**config.mk**
```make
export PLATFORM = sky130hd
export DESIGN_NAME = pect_cross
export DESIGN_NICKNAME = d
export VERILOG_FILES = /design/src/hw/rtl/polygon_ear_clip_triangulator_macros.svh /design/src/hw/rtl/pect_cross.sv
export SDC_FILE = /design/constraint.sdc
export NUM_CORES = 2
export LEC_CHECK = 0
export BUFFER_PORTS_ARGS = -buffer_cell sky130_fd_sc_hd__buf_4
export CAP_MARGIN = 20
export CORE_MARGIN = 2
export CORE_UTILIZATION = 45
export CTS_CLUSTER_SIZE = 28
export DETAILED_ROUTE_END_ITERATION = 7
export PLACE_DENSITY = 0.67
export SYNTH_ARGS = -nofsm -noshare
export SYNTH_HDL_FRONTEND = slang
export SYNTH_SLANG_ARGS = --single-unit
```
**constraint.sdc**
```tcl
create_clock -name clk -period 9.74 [get_ports clk]
set_clock_uncertainty 0.05 [all_clocks]
set_input_delay 0.487 -clock clk [delete_from_list [all_inputs] [get_ports clk]]
set_output_delay 0.487 -clock clk [all_outputs]
set_load 0.02 [all_outputs]
```
**src/hw/rtl/polygon_ear_clip_triangulator_macros.svh**
```systemverilog
// Assertion macros for the polygon ear-clip triangulator.
// Used by the top level; needs clk and rst in the calling scope.
`ifndef POLYGON_EAR_CLIP_TRIANGULATOR_MACROS_SVH
`define POLYGON_EAR_CLIP_TRIANGULATOR_MACROS_SVH

// same-cycle implication
`define PECT_ASSERT_IMPL(label, ante, cons) \
  label: assert property (@(posedge clk) disable iff (rst) (ante) |-> (cons)) \
    else $error("pect assertion failed");

// next-cycle implication
`define PECT_ASSERT_NEXT(label, ante, cons) \
  label: assert property (@(posedge clk) disable iff (rst) (ante) |=> (cons)) \
    else $error("pect assertion failed");

`endif

```
**src/hw/rtl/pect_cross.sv**
```systemverilog
// Exact cross product sign of (u - o) x (v - o), products registered.
// Depends on nothing.
`timescale 1ns / 1ps
`default_nettype none
module pect_cross #(
  parameter int CB = 20
) (
  input  wire logic                 clk,
  input  wire logic                 en,
  input  wire logic signed [CB-1:0] ox,
  input  wire logic signed [CB-1:0] oy,
  input  wire logic signed [CB-1:0] ux,
  input  wire logic signed [CB-1:0] uy,
  input  wire logic signed [CB-1:0] vx,
  input  wire logic signed [CB-1:0] vy,
  output logic                      gt,
  output logic                      lt
);

  logic signed [CB:0]     dux, duy, dvx, dvy;
  logic signed [2*CB+1:0] p1, p2;

  assign dux = (CB+1)'(ux) - (CB+1)'(ox);
  assign duy = (CB+1)'(uy) - (CB+1)'(oy);
  assign dvx = (CB+1)'(vx) - (CB+1)'(ox);
  assign dvy = (CB+1)'(vy) - (CB+1)'(oy);

  always_ff @(posedge clk) begin
    if (en) begin
      p1 <= dux * dvy;
      p2 <= duy * dvx;
    end
  end

  assign gt = p1 > p2;
  assign lt = p1 < p2;

endmodule
`default_nettype wire

```
==> flow_metrics.env <==
export IMPL_synth_top_cell_area_share=0.465
export IMPL_final_common_cell="inv_1"
export IMPL_max_freq_mhz=106
export IMPL_postPlaceCellArea_um2=43700
export IMPL_cts_htree_levels=3
export IMPL_first_iter_violations=2011
export IMPL_final_cell_mix="inv_1, fa_1, nand2_1, buf_4, ha_1"
export IMPL_synth_area_leaders="fa_1, ha_1, inv_1"
export IMPL_nNetsFinal=6025
export IMPL_hold_buffers=0
export IMPL_die_area_um2=90500
export IMPL_ys_seq_area_frac=0.0636
export IMPL_cpMostUsedCell="fa_1"
export IMPL_antenna_left=0
export IMPL_vias_per_cell=5.27
export IMPL_ys_flop_type="edfxtp_1"
export IMPL_areaGrowthSynthToFinish_pct=11.5
export IMPL_antenna_found_initial=2
export IMPL_hold_violations=0
export IMPL_critPathArrivalTime_ns=9.44
export IMPL_synth_cell_types=68
export IMPL_rows=108
export IMPL_max_cap_viol_count=0
export IMPL_crit_slowest_cell="fa_1"
export IMPL_port_buffers=123
export IMPL_gr_usage_all_layers=0.259
export IMPL_netlist_instances=4389
export IMPL_first_global_vias=32600
export IMPL_async_reset_ff_frac=0
export IMPL_design_area_um2=44200
export IMPL_clock_sinks=84
export IMPL_syn_area_um2=39700
export IMPL_endpoint_kind="flip-flop"
export IMPL_initial_utilization=0.456
export IMPL_cts_buffer_depth=2
export IMPL_num_antenna_cells=0
export IMPL_grt_pass1_wl_um=180000
export IMPL_die_h_um=301
export IMPL_die_x_um=301
export IMPL_fillers=8149
export IMPL_required_ns=9.79
export IMPL_first_pass_iters=6
export IMPL_worstHoldPathCells=1
export IMPL_slew_viol_final=0
export IMPL_drt_wl_total_um=112000
export IMPL_outcome="complete, no violations"
export IMPL_place_congestion=0.971
export IMPL_yosys_warnings=0
export IMPL_final_period_utilization=0.965
export IMPL_worstMarginPinSlew_ns=1.09
export IMPL_wl_per_cell_um=19.3
export IMPL_period_minus_slack_ns=9.39
export IMPL_overflow=0
export IMPL_ys_seq_elements=84
export IMPL_dpl_hpwl_um=97500
export IMPL_setup_viol=0
export IMPL_drc=0
export IMPL_synth_edf_count=84
export IMPL_numCtsBuffers=9
export IMPL_cts_root_buf="clkbuf_16"
export IMPL_ios=124
export IMPL_path_clk_slew_ns=0.07
export IMPL_path_max_fanout=14
export IMPL_avgSynthCellArea_um2=9.04
export IMPL_grt_max_degree=81
export IMPL_num_vias=30600
export IMPL_critPathMaxStageDelay_ns=0.63
export IMPL_slew_headroom=0.267
export IMPL_core_um2=87000
export IMPL_drive_above_1_share=0.0997
export IMPL_path_class="primary input to flip-flop"
export IMPL_holdCritPathClass="primary input to flip-flop"
export IMPL_synth_fp_nets=5777
export IMPL_cts_tree="built"
export IMPL_synth_largest_area_cell="fa_1"
export IMPL_start_kind="primary input"
## worst paths after layout
| check | from | endpoint | slack (ns) |
|---|---|---|---|
| setup / recovery | uy[0] | p2[39]$_DFFE_PP_ | 0.35 |
| hold / removal | en | p2[5]$_DFFE_PP_ | 0.31 |
## cell type report
type | instances | area (um^2) | share of cell area
sequential | 84 | 2520 | 0.0570
inverter | 1087 | 4080 | 0.0923
multi-input combinational | 3077 | 32900 | 0.743
timing repair buffer | 378 | 2990 | 0.0676
tap | 1155 | 1450 | 0.0327
clock buffer | 9 | 225 | 0.00509
clock inverter | 7 | 105 | 0.00238
## per-layer routing
metal | up-vias | share of wire | GRT usage
met1 | 15600 | 0.42 | 0.353
met3 | 215 | 0.078 | 0.0422
met5 | - | 0.000089 | 0
met2 | 1139 | 0.47 | 0.429
li1 | 13600 | - | -
met4 | 2 | 0.034 | 0.0720
## cells by family after synthesis
kind of cell,Yosys count,synth area share
DFF,84,0.0636
buffers and inverters,1228,0.117
xor gates and xnor gates,174,0.0384
muxes,3,0.000757
AOI/OAI and AO/OA,386,0.0658
adders and majority gates,1266,0.574
and+or+nand+nor,1248,0.141
## registers in the layout, summed over array words and instances (netlist names)
signal  count
p2         42
p1         42
## per-stage QoR
step | TNS (ns) | std cells | util | hold slack (ns) | setup slack [ns]
after floorplan | 0 | 4389 | - | 0.549 | 0.295
after global placement | -0.193 | 5777 | 0.502 | 0.683 | -0.0971
after detailed placement | -2.42 | 5778 | 0.502 | 0.687 | -0.412
after CTS | 0 | 5794 | 0.506 | 0.303 | 0.0425
after global routing | -0.0298 | 5797 | 0.508 | 0.306 | -0.0159
final | 0 | 5797 | 0.508 | 0.314 | 0.345
## repair_timing
action | 4_1_cts | 5_1_grt
pin swaps | 0 | 4
endpoints found under the setup margin | 2 | 22
resized for setup | 2 | 23
setup buffers | 0 | 1
## critical path, delay by kind of cell
family | cells | cell delay [ns]
buffers and inverters | 8 | 0.60
AND/OR/NAND/NOR | 5 | 0.67
AO/OA/AOI/OAI | 10 | 2.88
XOR/XNOR | 2 | 0.37
adder cells (fa/ha/maj) | 10 | 4.43
## cells in the mapped netlist (12+ instances only)
master / number
inv_1: 1087
fa_1: 922
nand2_1: 587
ha_1: 344
nor2_1: 280
clkbuf_1: 130
xnor2_1: 124
a21oi_1: 110
and2_1: 85
edfxtp_1: 84
nand2b_1: 83
o21ai_0: 60
a21o_1: 55
nor2b_1: 51
xor2_1: 50
nor3_1: 38
nand3_1: 37
o21a_1: 32
and3_1: 22
nand4_1: 17
o21bai_1: 17
or3_1: 14
a211oi_1: 13
a31oi_1: 13
or2_2: 12
Power is left out: the tool's default activity adds up to more than one toggle a clock period on the data nets, which glitch-free logic cannot reach.
