$ cat src/hw/rtl/polygon_ear_clip_triangulator_macros.svh
// Assertion macros for the polygon ear-clip triangulator.
// Used by the top level; needs clk and rst in the calling scope.
`ifndef POLYGON_EAR_CLIP_TRIANGULATOR_MACROS_SVH
`define POLYGON_EAR_CLIP_TRIANGULATOR_MACROS_SVH

// same-cycle implication
`define PECT_ASSERT_IMPL(label, ante, cons) \
  label: assert property (@(posedge clk) disable iff (rst) (ante) |-> (cons)) \
    else $error("pect assertion failed");

// next-cycle implication
`define PECT_ASSERT_NEXT(label, ante, cons) \
  label: assert property (@(posedge clk) disable iff (rst) (ante) |=> (cons)) \
    else $error("pect assertion failed");

`endif

$ cat src/hw/rtl/pect_coord_mem.sv
// Vertex coordinate store: one write port, one registered read port.
// Depends on nothing.
`timescale 1ns / 1ps
`default_nettype none
module pect_coord_mem #(
  parameter int DEPTH = 64,
  parameter int IW = 6,
  parameter int CB = 20
) (
  input  wire logic                 clk,
  input  wire logic                 we,
  input  wire logic [IW-1:0]        waddr,
  input  wire logic signed [CB-1:0] wx,
  input  wire logic signed [CB-1:0] wy,
  input  wire logic [IW-1:0]        raddr,
  output logic signed [CB-1:0]      rx,
  output logic signed [CB-1:0]      ry
);

  logic [2*CB-1:0] mem [DEPTH];

  always_ff @(posedge clk) begin
    if (we) begin
      mem[waddr] <= {wx, wy};
    end
    rx <= mem[raddr][2*CB-1:CB];
    ry <= mem[raddr][CB-1:0];
  end

endmodule
`default_nettype wire

$ cat config.mk
export PLATFORM = sky130hd
export DESIGN_NAME = pect_coord_mem
export DESIGN_NICKNAME = d
export VERILOG_FILES = /design/src/hw/rtl/polygon_ear_clip_triangulator_macros.svh /design/src/hw/rtl/pect_coord_mem.sv
export SDC_FILE = /design/constraint.sdc
export NUM_CORES = 2
export LEC_CHECK = 0
export BUFFER_PORTS_ARGS = -buffer_cell sky130_fd_sc_hd__buf_2
export CAP_MARGIN = 20
export CORE_MARGIN = 2
export CORE_UTILIZATION = 35
export DETAILED_ROUTE_END_ITERATION = 8
export PLACE_DENSITY_LB_ADDON = 0.12
export SETUP_SLACK_MARGIN = 0.15
export SLEW_MARGIN = 20
export SYNTH_ARGS = -nofsm -noshare
export SYNTH_HDL_FRONTEND = slang
export SYNTH_SLANG_ARGS = --single-unit
$ cat constraint.sdc
create_clock -name clk -period 9.1 [get_ports clk]
set_input_delay 1.82 -clock clk [delete_from_list [all_inputs] [get_ports clk]]
set_output_delay 1.82 -clock clk [all_outputs]
set_load 0.01 [all_outputs]
==> impl_metrics.ini <==
[logic_synthesis]
postSynthCellCount = 4195
synth_top_cell_area_share_pct = 78.6
syn-num-nets = 4249
ys_types = 36
yosys.cell_count.top_type = edfxtp_1
ys_async_sr_fraction_pct = 0
ys_seq_area_share_pct = 79.4
synthSimpleGateAreaFrac_pct = 1.08
synth-xor-area-share_pct = 0
synth_top_family_by_area = multiplexers
synth-edff-count = 2560
synth.mux.area_fraction_pct = 15.6
synth_fa_ha_area_share_pct = 0
netlist_area_sq_um = 97800
synth_common_cells = edfxtp_1 (2560), mux4_2 (608), o22ai_1 (143), mux2i_1 (113), nor2_1 (97)
ys_warn_count = 0
ys.flop_type = edfxtp_1
ys_ff_latch = 2600
avgSynthCellArea_sq_um = 23.3
synth_compound_area_share_pct = 2.68
synth_area_leader_cell = edfxtp_1
synth_area_leaders = edfxtp_1 (79%), mux4_2 (14%), mux2i_1 (1.2%), o22ai_1 (0.91%), dfxtp_1 (0.82%)

[timing]
rsz0062_at_grt = no
fmax_mhz = 232
slew_viol_final = 0
fin_tns_setup_ns = 0
clock_skew_ns = 0.0449
slew_headroom_pct = 25.4
fin_ws_ns = 4.79
period_share_pct = 47.3
final-setup-viol-count = 0
tightestPinTransition_ns = 1.12
hold_viol_final = 0
fin_crit_ns = 4.31
timing.hold.ws_ns = 0.857

[cells_and_area]
fin_cells = 8442
area_growth_pct = 14.9
final_nets = 4550
multiInputGateArea_sq_um = 19500
n_fill_cell = 24700
drive_gt1_share_pct = 28.7
seqCellArea_sq_um = 77700

[placement]
gp_congestion = 0.720
hpwl_um = 148000
port-buffer-count = 93
dp_slack_ns = 3.69
dp_cells = 7929

[worst_setup_path]
reg2regPathDepth = 4
reg2reg_to = rx[1]$_DFF_P_
r2r_start = mem[13][21]$_DFFE_PP_
critPathCaptureType = flip-flop
reg2reg_slack_ns = 6.78
cp_data_arrival_time_ns = 4.99
required_ns = 9.79
worst_path_largest_cell_delay_ns = 0.94
start_kind = input pin
crit_slowest_cell = a221oi_1
crit_type = input pin to flip-flop
path_max_fanout = 46
crit_chain = buf_8, buf_4, nor2b_2, a22o_1, a21oi_1, a221oi_1, nor4_1

[global_route]
grt_max_degree = 103
overflow = 0
antenna_found_initial = 19
grt_pass1_vias = 47300
grt_pass1_wl_um = 387000
grt_use_total_pct = 19.4

[floorplanning]
dieArea_sq_um = 284000
core_sq_um = 279000
die_w_um = 533
initial_core_util_pct = 35.1
rows = 194
ios = 94
fp.dieH_um = 533

[power]
p_per_area_nw_per_um2 = 227
p_leak_nw = 34.6
report.power.total_mw = 25.5
ir_drop_mv = 0.156

[route]
vias = 46000
post_drt_wl_per_cell_um = 33.0
first_iter_violations = 4304
vias_per_cell = 5.45
first_pass_iters = 6
drtAntennaViolNets = 0
drc = 0
routed_wl_um = 279000

[run_status]
status = completed

[clock_tree]
cts_tree = done
cts_resized = 0
cts_setup_buffers = 0
path_clk_slew_ns = 0.06
cts-root-buf = clkbuf_16
clock_sinks = 2600
cts_made_buffers = 288
clk_latency_ns = 0.87
ctsHoldBuffers = 0
ctsHtreeMaxLevel = 5
cts_buffer_depth = 4

[min_path]
hold_class = flip-flop to flip-flop
worstHoldEndpoint = rx[18]$_DFF_P_
min_path_cells = 4
hold_path.startpoint = mem[52][38]$_DFFE_PP_

[flow_run]
cap_violations = 0
## worst max-delay path by stage
| stage | to | cells past startpoint | slack (ns) | from |
|---|---|---|---|---|
| 3_5_place_dp | rx[1]$_DFF_P_ | 7 | 3.69 | raddr[0] |
| 4_1_cts | rx[1]$_DFF_P_ | 7 | 4.61 | raddr[0] |
| 5_1_grt | rx[1]$_DFF_P_ | 7 | 4.62 | raddr[0] |
| 2_1_floorplan | mem[48][0]$_DFFE_PP_ | 4 | 3.56 | waddr[3] |
| 3_3_place_gp | rx[3]$_DFF_P_ | 7 | 3.24 | raddr[0] |
| 6_report | rx[1]$_DFF_P_ | 7 | 4.79 | raddr[0] |
## critical path, delay by kind of cell
family / cells / cell delay (ns)
AOI/OAI and AO/OA: 3 / 1.22
buffers and inverters: 2 / 1.01
and+or+nand+nor: 2 / 0.87
## layout make-up
type | instances | share of cell area, %
Clock buffer | 399 | 7.08
Antenna cell | 7 | 0.0156
Clock inverter | 106 | 0.733
Sequential cell | 2600 | 69.1
Timing Repair Buffer | 249 | 1.60
Tap cell | 3724 | 4.14
Multi-Input combinational cell | 1357 | 17.4
## cell families after synthesis
logic type | after synthesis
DFF | 2600
muxes | 759
AOI/OAI and AO/OA | 383
buffers and inverters | 238
and+or+nand+nor | 215
## per-stage QoR
step	cell area (sq um)	util, %
CTS	112000	40.3
global placement	103000	37.1
detailed placement	104000	37.2
floorplan	97800	-
finish	112000	40.4
global route	112000	40.3
## report_power, final
group	internal (mW)	switching, mW	leakage, nW
logic	0.422	0.771	6.93
registers	13.3	0.0510	23.4
clock network	6.41	4.63	4.28
## flip-flops by register name (all words and copies together), names as in the netlist
name / cells
mem: 2560
ry: 20
rx: 20
## cell usage in the layout, fill, tap and decap left out, types with 23 or more instances in the layout
cell / synthesis / layout
edfxtp_1: 2560 / 2560
mux4_2: 608 / 608
clkbuf_16: 0 / 298
buf_4: 49 / 168
o22ai_1: 143 / 143
mux2i_1: 113 / 113
clkbuf_1: 80 / 89
buf_2: 81 / 71
a21oi_1: 68 / 68
nor2_4: 0 / 62
clkinv_1: 0 / 52
o221ai_1: 42 / 42
dfxtp_1: 40 / 40
mux2_2: 38 / 38
nor2_1: 97 / 35
a221oi_1: 34 / 34
o22a_1: 26 / 26
clkinv_2: 0 / 26
nor4_1: 34 / 23
## routing by layer
layer	wire, um	GRT usage [%]	up-vias
li1	-	-	18700
met1	122000	27.2	25600
met2	137000	32.1	1266
met3	13100	2.84	363
met4	6710	4.54	2
met5	16	0	-
(Power assumes the default switching activity.)
