**config.mk**
```make
export PLATFORM = sky130hd
export DESIGN_NAME = pect_link_mem
export DESIGN_NICKNAME = d
export VERILOG_FILES = /design/src/hw/rtl/polygon_ear_clip_triangulator_macros.svh /design/src/hw/rtl/pect_pkg.sv /design/src/hw/rtl/pect_link_mem.sv
export SDC_FILE = /design/constraint.sdc
export NUM_CORES = 1
export LEC_CHECK = 0
export ABC_AREA = 1
export BUFFER_PORTS_ARGS = -buffer_cell sky130_fd_sc_hd__clkbuf_2
export CAP_MARGIN = 0
export CORE_MARGIN = 4
export CORE_UTILIZATION = 25
export CTS_CLUSTER_SIZE = 12
export DETAILED_ROUTE_END_ITERATION = 8
export MAX_ROUTING_LAYER = met4
export PLACE_DENSITY_LB_ADDON = 0.08
export SLEW_MARGIN = 20
export SYNTH_ARGS = -nofsm -noshare
export SYNTH_HDL_FRONTEND = slang
export SYNTH_SLANG_ARGS = --single-unit
```
**constraint.sdc**
```tcl
create_clock -name clk -period 4.05 [get_ports clk]
set_input_delay 1.0125 -clock clk [delete_from_list [all_inputs] [get_ports clk]]
set_output_delay 1.0125 -clock clk [all_outputs]
set_load 0.05 [all_outputs]
```
**src/hw/rtl/polygon_ear_clip_triangulator_macros.svh**
```systemverilog
// Assertion macros for the polygon ear-clip triangulator.
// Used by the top level; needs clk and rst in the calling scope.
`ifndef POLYGON_EAR_CLIP_TRIANGULATOR_MACROS_SVH
`define POLYGON_EAR_CLIP_TRIANGULATOR_MACROS_SVH

// same-cycle implication
`define PECT_ASSERT_IMPL(label, ante, cons) \
  label: assert property (@(posedge clk) disable iff (rst) (ante) |-> (cons)) \
    else $error("pect assertion failed");

// next-cycle implication
`define PECT_ASSERT_NEXT(label, ante, cons) \
  label: assert property (@(posedge clk) disable iff (rst) (ante) |=> (cons)) \
    else $error("pect assertion failed");

`endif

```
**src/hw/rtl/pect_pkg.sv**
```systemverilog
// Shared types for the polygon ear-clip triangulator.
// No dependencies.
`timescale 1ns / 1ps
`default_nettype none
package pect_pkg;

  // write enables of the two link arrays
  typedef struct packed {
    logic next_we;
    logic prev_we;
  } link_we_t;

endpackage
`default_nettype wire

```
**src/hw/rtl/pect_link_mem.sv**
```systemverilog
// Ring link store: next and prev arrays, one write each, shared registered read.
// Depends on pect_pkg.
`timescale 1ns / 1ps
`default_nettype none
module pect_link_mem #(
  parameter int DEPTH = 64,
  parameter int IW = 6
) (
  input  wire logic              clk,
  input  wire pect_pkg::link_we_t we,
  input  wire logic [IW-1:0]     next_addr,
  input  wire logic [IW-1:0]     next_data,
  input  wire logic [IW-1:0]     prev_addr,
  input  wire logic [IW-1:0]     prev_data,
  input  wire logic [IW-1:0]     raddr,
  output logic [IW-1:0]          rnext,
  output logic [IW-1:0]          rprev
);

  logic [IW-1:0] next_mem [DEPTH];
  logic [IW-1:0] prev_mem [DEPTH];

  always_ff @(posedge clk) begin
    if (we.next_we) begin
      next_mem[next_addr] <= next_data;
    end
    if (we.prev_we) begin
      prev_mem[prev_addr] <= prev_data;
    end
    rnext <= next_mem[raddr];
    rprev <= prev_mem[raddr];
  end

endmodule
`default_nettype wire

```
==> flow_summary.json <==
{
  "status": "completed",
  "drc": 0,
  "power_mw": 18.01,
  "worstSetupStartpointType": "input port",
  "syn_area_um2": 32070,
  "htreeDepth": 3,
  "synth_seq_area_share_pct": 72.66,
  "slew_headroom_pct": 29.06,
  "post-route-period-util_pct": 63.50,
  "max_freq_mhz": 388.8,
  "fin_crit_ns": 2.572,
  "drt_iter0_markers": 1372,
  "synth_nets": 2797,
  "initial_core_util_pct": 25.15,
  "ir_drop_mv": 0.2850,
  "powerDensity_nw_per_um2": 484.7,
  "synth_edf_count": 768,
  "p_clk_share_pct": 43.6,
  "synth-async-reset-ratio_pct": 0,
  "end_kind": "flop",
  "grt_usage_pct": 15.36,
  "wl_per_cell_um": 22.27,
  "die_w_um": 366.2,
  "arrival_ns": 3.11,
  "cts_buffers": 90,
  "p_seq_share_pct": 49.8,
  "synth_compound_area_share_pct": 0,
  "clock-sinks": 780,
  "grt_first_pass_wirelength_um": 147900,
  "place_inst": 4419,
  "grt_max_degree": 188,
  "numPortBuffers": 44,
  "critPathMaxFanout": 102,
  "seq_area_um2": 23300,
  "drive_gt1_share_pct": 9.733,
  "skew_ns": 0.02801,
  "place_ws_ns": 0.7704,
  "gp_congestion": 0.7588,
  "drt-pass1-iter-count": 5,
  "ys_seq_elements": 780,
  "maxCapViolations": 0,
  "setup-tns-final_ns": 0,
  "synthAdderAreaFrac_pct": 0,
  "overflow": 0,
  "swShare_pct": 23.64,
  "synth_top_family_by_area": "simple AND/OR/NAND/NOR gates",
  "coreArea_um2": 127500,
  "rsz0062_at_grt": "no",
  "post-route-cell-area_um2": 37150,
  "synthCells": 2764,
  "multiInputGateArea_um2": 7582,
  "cts_tree": "done",
  "cts-resized-gates": 0,
  "syn_to_final_growth_pct": 15.84,
  "root_buffer": "clkbuf_16",
  "synth_cell_types": 16,
  "worstSkewPairLatency_ns": 0.66,
  "tightestPinTransition_ns": 1.064,
  "hold_viol": 0,
  "antenna_found_initial": 5,
  "io-pin-count": 45,
  "clk_pin_slew_worst_paths_ns": 0.06,
  "required_ns": 4.59,
  "fp-row-count": 131,
  "power_frac_comb_pct": 6.7,
  "worstPathCellList": "buf_8 -> clkinv_8 -> buf_12 -> buf_4 -> nand2_1 -> nand3_1 -> nand3_1 -> nand2_1 -> nand2_1 -> nand3_1 -> nand3_1 -> nand2_1",
  "fillCellCount": 13150,
  "wl_um": 102100,
  "power.switching_mw": 4.257,
  "synthXorXnorAreaFrac_pct": 0,
  "grt_pass1_vias": 20900,
  "num-nets-final": 2882,
  "avgSynthCellArea_um2": 11.60,
  "cts_setup_buffers": 0,
  "ant_nets": 0,
  "die_y_um": 366.2,
  "crit_type": "input port to flop",
  "r2r_slack_ns": 2.64,
  "p_int_mw": 13.75,
  "finalNonFillerCells": 4583,
  "clockBufferDepth": 3,
  "slowest_delay_ns": 0.39,
  "leakagePower_nw": 13.13,
  "slowest_stage": "buf_12",
  "detailed_place_hpwl_um": 62030,
  "vias_per_cell": 4.495,
  "dpl_cell_area_um2": 34350,
  "finalWorstSetupSlack_ns": 1.478,
  "die_area_um2": 134100,
  "routed-via-count": 20600,
  "yosys.area_share.simple_pct": 23.64,
  "ys_warn_count": 0,
  "maxSlewViolCount": 0,
  "hold_buffers": 0,
  "synth_top_flop_cell": "edfxtp_1",
  "hold_path_class": "input port to flop",
  "synthMuxAreaShare_pct": 0,
  "setup_violations": 0
}
## layout make-up
class	instances	share of cell area (%)
Sequential cell	780	62.72
Antenna cell	3	0.02021
Timing Repair Buffer	160	3.425
Multi-Input combinational cell	1791	20.41
Clock buffer	113	6.409
Clock inverter	48	1.098
Tap cell	1662	5.597
Inverter	26	0.3166
## layout by cell type, fill, tap and decap left out
cell          n
nor3_1        9
inv_2         1
buf_2         4
nand2_1     983
bufinv_16     6
nand4_1       9
clkbuf_1     21
edfxtp_1    768
clkinv_2     15
inv_16        1
nand3_1     660
buf_4       104
dfxtp_1      12
buf_12       13
nor2_1      130
clkbuf_2     37
clkinv_1     20
inv_4         1
diode_2       3
inv_1        22
clkbuf_16    92
inv_6         4
buf_8         1
clkinv_8      2
buf_6         1
clkinvlp_4    2
## cell usage after synthesis (6+ instances only)
| library cell | instances | area share [%] |
|---|---|---|
| dfxtp_1 | 12 | 0.75 |
| nor2_1 | 130 | 1.5 |
| buf_2 | 82 | 1.3 |
| buf_1 | 6 | 0.070 |
| nand2_1 | 983 | 12 |
| clkbuf_1 | 23 | 0.27 |
| buf_4 | 19 | 0.44 |
| edfxtp_1 | 768 | 72 |
| nor3_1 | 9 | 0.14 |
| nand4_1 | 9 | 0.18 |
| nand3_1 | 660 | 10 |
| buf_6 | 36 | 1.3 |
| inv_1 | 24 | 0.28 |
## cells by family after synthesis
family        Yosys count
flops                 780
simple gates         1791
buf+inv               193
## final timing paths
kind | from | end | cells past startpoint
max | raddr[0] | rnext[1]$_DFF_P_ | 12
min | next_data[4] | next_mem[9][4]$_DFFE_PP_ | 1
max reg2reg | next_mem[51][1]$_DFFE_PP_ | rnext[1]$_DFF_P_ | 8
min reg2reg | prev_mem[36][5]$_DFFE_PP_ | rprev[5]$_DFF_P_ | 8
## registers in the layout (all words and copies together) (netlist names)
name and cells:
next_mem 384, rnext 6, prev_mem 384, rprev 6
## per-layer routing
metal	track usage [%]	wire length [um]	up-vias
met3	2.685	4062	144
li1	-	-	9859
met5	-	0	-
met4	4.169	2551	0
met1	19.84	46830	10270
met2	24.96	48630	327
## critical path: cells and delay by family
family | cells | cell delay, ns
buffers and inverters | 4 | 1.04
and+or+nand+nor | 8 | 0.89
## per-stage QoR
stage	utilization, %	hold slack [ns]
2_1_floorplan	-	0.7215
3_3_place_gp	26.94	0.8035
3_5_place_dp	26.94	0.8079
4_1_cts	29.13	0.5641
5_1_grt	29.13	0.5746
6_report	29.13	0.6123
## power by group through the flow
stage          logic, mW  clock network, mW  registers (mW)
2_1_floorplan      0.617                  0            9.18
3_3_place_gp        1.24                  0            9.13
3_5_place_dp        1.24                  0            9.13
4_1_cts             1.24               8.10            8.96
5_1_grt             1.33               8.44            8.96
6_report            1.20               7.84            8.96
(Power assumes the default switching activity.)
